### src/rtl/core/agc_div.sv
// Pipelined restoring divider, one quotient bit per register stage.
`default_nettype none
module agc_div #(
    parameter int N  = 24,
    parameter int DW = 16,
    parameter int SW = 1
) (
    input  wire logic          i_clk,
    input  wire logic          i_rst_n,
    input  wire logic          i_en,
    input  wire logic          i_valid,
    input  wire logic [N-1:0]  i_dividend,
    input  wire logic [DW-1:0] i_divisor,
    input  wire logic [SW-1:0] i_side,
    output logic               o_valid,
    output logic [N-1:0]       o_quot,
    output logic [DW-1:0]      o_divisor,
    output logic [SW-1:0]      o_side
);
    logic [DW-1:0] r_rem [N];
    logic [N-1:0]  r_dq  [N];
    logic [DW-1:0] r_d   [N];
    logic [SW-1:0] r_side[N];
    logic          r_v   [N];

    for (genvar k = 0; k < N; k++) begin : g_stage
        logic [DW-1:0] rem_in;
        logic [N-1:0]  dq_in;
        logic [DW-1:0] d_in;
        logic [SW-1:0] side_in;
        logic          v_in;
        logic [DW:0]   t;
        logic [DW:0]   diff;
        logic          ge;
        if (k == 0) begin : g_first
            assign rem_in  = '0;
            assign dq_in   = i_dividend;
            assign d_in    = i_divisor;
            assign side_in = i_side;
            assign v_in    = i_valid;
        end else begin : g_next
            assign rem_in  = r_rem[k-1];
            assign dq_in   = r_dq[k-1];
            assign d_in    = r_d[k-1];
            assign side_in = r_side[k-1];
            assign v_in    = r_v[k-1];
        end
        assign t    = {rem_in, dq_in[N-1]};
        assign diff = t - {1'b0, d_in};
        assign ge   = (t >= {1'b0, d_in});
        always_ff @(posedge i_clk) begin
            if (!i_rst_n) begin
                r_v[k] <= 1'b0;
            end else if (i_en) begin
                r_v[k] <= v_in;
            end
        end
        always_ff @(posedge i_clk) begin
            if (i_en) begin
                r_rem[k]  <= ge ? diff[DW-1:0] : t[DW-1:0];
                r_dq[k]   <= {dq_in[N-2:0], ge};
                r_d[k]    <= d_in;
                r_side[k] <= side_in;
            end
        end
    end

    assign o_valid   = r_v[N-1];
    assign o_quot    = r_dq[N-1];
    assign o_divisor = r_d[N-1];
    assign o_side    = r_side[N-1];
endmodule
`default_nettype wire

### config.mk
export PLATFORM = sky130hd
export DESIGN_NAME = agc_div
export DESIGN_NICKNAME = d
export VERILOG_FILES = /design/src/rtl/core/agc_div.sv
export SDC_FILE = /design/constraint.sdc
export NUM_CORES = 2
export LEC_CHECK = 0
export ABC_CLOCK_PERIOD_IN_PS = 8900
export BUFFER_PORTS_ARGS = -buffer_cell sky130_fd_sc_hd__buf_2
export CAP_MARGIN = 15
export CORE_MARGIN = 2
export CORE_UTILIZATION = 60
export CTS_CLUSTER_SIZE = 8
export DETAILED_ROUTE_END_ITERATION = 8
export PLACE_DENSITY = 0.75
export SETUP_SLACK_MARGIN = 0.3
export SYNTH_ARGS = -nofsm -noshare
export SYNTH_HDL_FRONTEND = slang
export SYNTH_SLANG_ARGS = --single-unit
### constraint.sdc
create_clock -name i_clk -period 8.9 [get_ports i_clk]
set_input_delay 0.89 -clock i_clk [delete_from_list [all_inputs] [get_ports i_clk]]
set_output_delay 0.89 -clock i_clk [all_outputs]
set_load 0.1 [all_outputs]
# Word-level counts from Yosys, hierarchy flattened
# Memory sizes are Yosys's and may differ from the RTL's.
# Cells that the tools add are included.
[word_totals]
regBits = 0
ram_bits = 1392
input_bits = 45
elab_cells = 130
mem_count = 5
[memory_table]
columns = ["name", "words", "word_bits", "read_ports", "rd_clocked_by_memory_dff", "wr", "line", "text"]
rows = [
  ["r_dq", 24, 24, 24, 0, 24, "21", "logic [N-1:0] r_dq [N];"],
  ["r_d", 24, 16, 24, 0, 24, "22", "logic [DW-1:0] r_d [N];"],
  ["r_rem", 24, 16, 23, 0, 24, "20", "logic [DW-1:0] r_rem [N];"],
  ["r_side", 24, 1, 24, 0, 24, "23", "logic [SW-1:0] r_side[N];"],
  ["r_v", 24, 1, 24, 0, 24, "24", "logic r_v [N];"],
]
[op_classes]
n_addsub = 24
order_cmp = 24
muxes = 53
n_bitwise = 24
[op_table]
columns = ["op", "n"]
rows = [
  [">= comparator 17 x 16 -> 1 bit", 23],
  ["2-to-1 mux 16 bit", 24],
  ["subtractor 16 bit", 23],
  ["2-to-1 mux 1 bit", 29],
  ["bitwise OR 1 bit", 24],
  [">= comparator 1 x 16 -> 1 bit", 1],
  ["subtractor 1 x 16 -> 16 bit", 1],
]

# Logic depth before layout (Yosys ltp)
[depth]
ltp_word = 4
ltp_mapped = 13
depth_no_buf = 12

# Worst setup path before layout
# No wires, ideal clock.
[synth_timing]
path_type = "register to register"
startpoint = "memory r_d[3][1] (netlist: r_d[0][49])"
endpoint = "memory r_rem[4][9] (netlist: r_rem[0][73]) (data pin)"
setup_time_ns = 0.260
t_arrival_ns = 2.922
required_ns = 8.640
path_slack_ns = 5.718
path_stages_with_launch = 13
period_less_slack_ns = 3.182
cell_sequence = "edfxtp_1 inv_1 ha_1 nor2b_1 o21ai_1 a21boi_1 o31ai_1 a41oi_1 a21o_1 a211o_1 a41oi_4 buf_4 mux2_2"
[synth_lines]
columns = ["item", "line"]
rows = [
  ["from (decl)", "22"],
  ["to (decl)", "20"],
]

==> impl_metrics.tcl <==
set metrics [dict create \
    worst_slew_pin_slew_ns 1.18 \
    drcViolationCount 0 \
    crit_required_ns 9.42 \
    viasPerCell 5.70 \
    hold_path_class "input port to flop" \
    cts_buffers 190 \
    area_growth_pct 11.8 \
    die_y_um 327 \
    avgSynthCellArea_um2 13.8 \
    synthXorXnorAreaFrac_pct 3.37 \
    drv_slew 0 \
    finalSetupViolations 0 \
    initial_core_util_pct 60.4 \
    post-cts-setup-buffers 0 \
    post_synth_and_or_nand_nor_area_fraction_pct 6.65 \
    leakage_nw 27.5 \
    fin_setup_tns_ns 0 \
    cp-start-kind "flop" \
    first_pass_iters 7 \
    path_max_fanout 17 \
    portBuffers 86 \
    rows 118 \
    insertion_delay_ns 0.77 \
    hpwl_um 75000 \
    antenna_found_initial 0 \
    ys_ff_latch 1376 \
    hold_violations 0 \
    place.gp.congestion 0.873 \
    cts.sinks 1376 \
    ctsResizeCount 0 \
    status "finished clean" \
    yosysWarnings 0 \
    wl_per_cell_um 17.9 \
    drive_above_1_share_pct 10.2 \
    worstSetupPathType "flop to flop" \
    slew_headroom_pct 21.1 \
    synth_fa_ha_area_share_pct 8.12 \
    die_area_um2 107000 \
    syn-num-nets 4962 \
    synth_top_family_by_area "compound AO/OA/AOI/OAI gates" \
    cts_tree "built" \
    max_cap_viol_count 0 \
    grt_pass1_vias 34590 \
    ys_async_sr_fraction_pct 0 \
    core_um2 103000 \
    fin_crit_sh_pct 41.1 \
    power_w 0.0240 \
    synth-edff-count 1375 \
    final_common_cell "edfxtp_1" \
    cts_max_level 4 \
    setup_slack_ns 5.25 \
    synth_compound_area_share_pct 9.42 \
    powerDensity_nw_per_um2 343 \
    cpPeakStageDelay_ns 0.65 \
    cts_buffer_depth 3 \
    peakVddDrop_mv 0.199 \
    r2r_setup_slack_ns 5.25 \
    grt-ovfl-total 0 \
    grt_first_pass_wirelength_um 176000 \
    final_cell_mix "1,375 x edfxtp_1, 463 x inv_1, 370 x ha_1" \
    postCtsHoldBufs 0 \
    grt_max_degree 200 \
    synth_cells 4525 \
    ant_nets 0 \
    period_minus_slack_ns 3.65 \
    gr-usage-all-layers_pct 20.7 \
    crit_slowest_cell "a41oi_4" \
    synth_cell_types 75 \
    drt_iter0_markers 2681 \
    synthMuxAreaShare_pct 3.10 \
    skew_ns 0.0286 \
    yosys-top-cells-area "edfxtp_1 66%, ha_1 7.4%, inv_1 2.8%, mux2_2 2.5%, a21oi_1 2.1%" \
    ios 87 \
    diodes 0 \
    max_freq_mhz 274 \
    seq_area_frac_synth_pct 66.1 \
    rsz0062_at_grt "no" \
    fin_hold_ws_ns 0.296 \
    clk_pin_slew_worst_paths_ns 0.05 \
    fin_util_pct 67.6 \
    nets 5204 \
    endpoint_kind "flop" \
    dieWidth_um 327 \
    cp.arrival_ns 4.17 \
    root_buffer "clkbuf_16" \
    synth_area_leader_cell "edfxtp_1" \
    syn_area_um2 62400 \
    synth_ff_type "edfxtp_1" \
    synth_top_cell_area_share_pct 66.1 \
    dp_slack_ns 5.23 \
    routed_wl_um 110000 \
    critical_path.cell_chain "inv_1 > ha_1 > nor2b_1 > o21ai_1 > a21boi_1 > o31ai_1 > a41oi_1 > a21o_1 > a211o_1 > a41oi_4 > mux2_2" \
    via_count 35162 \
]
where the power goes:
part	internal, W	switching, W
combinational	0.00355	0.00442
clock	0.00380	0.00254
sequential	0.00894	0.000705
worst max-delay path: cells and delay by family, from the launching register on:
kind | cells | cell delay [ns]
and+or+nand+nor | 1 | 0.14
AOI/OAI and AO/OA | 7 | 2.10
DFF | 1 | 0.42
muxes | 1 | 0.41
adders and majority gates | 1 | 0.24
buffers and inverters | 1 | 0.08
flip-flops by register name, summed over array words and instances, names as in the netlist:
| register | cells |
|---|---|
| r_dq | 576 |
| r_side | 24 |
| r_rem | 368 |
| r_d | 384 |
| r_v | 24 |
final timing paths:
path                            cells after the start                      to                    from
worst min-delay path                                1   r_dq[0][23]$_DFFE_PP_          i_dividend[22]
worst max register to register                     11  r_rem[0][77]$_DFFE_PP_    r_d[0][49]$_DFFE_PP_
worst min register to register                      0  r_dq[1][178]$_DFFE_PP_  r_dq[1][153]$_DFFE_PP_
worst max-delay path                               11  r_rem[0][77]$_DFFE_PP_    r_d[0][49]$_DFFE_PP_
synthesized netlist by cell type (all sizes together) (30+ instances only):
cell	count
a211oi	30
a21o	90
a21oi	257
and3	45
clkbuf	38
edfxtp	1375
ha	370
inv	463
mux2	145
nand2	265
nand2b	42
nand3	42
nand4	39
nor2	269
nor2b	59
nor3	61
o21a	50
o21ai	258
o31ai	46
xnor2	143
xor2	97
kinds of logic after synthesis:
logic type / after synthesis
DFF: 1376
buffers and inverters: 520
AOI/OAI and AO/OA: 934
and+or+nand+nor: 890
adders and majority gates: 392
xor gates and xnor gates: 240
muxes: 173
final cells by class:
type	instances	area [µm²]
Multi-Input combinational cell	2629	19200
Fill cell	7163	33500
Sequential cell	1376	41300
Clock buffer	200	4810
Clock inverter	16	360
Inverter	463	1740
Timing Repair Buffer	107	691
Tap cell	1380	1730
through the flow:
stage	instance area, µm²	std cells
floorplan	62400	4525
global placement	64600	5954
detailed placement	64600	5954
CTS	69800	6170
global route	69800	6171
finish	69800	6171
per-layer routing:
layer	track usage (%)	vias to the layer above	share of wire, %
met5	0	-	0
met4	9.73	0	3.8
met3	3.32	239	4.6
met2	33.6	852	48
met1	27.6	16875	44
li1	-	17196	-
Note: power is estimated with default switching activity, not from simulation.
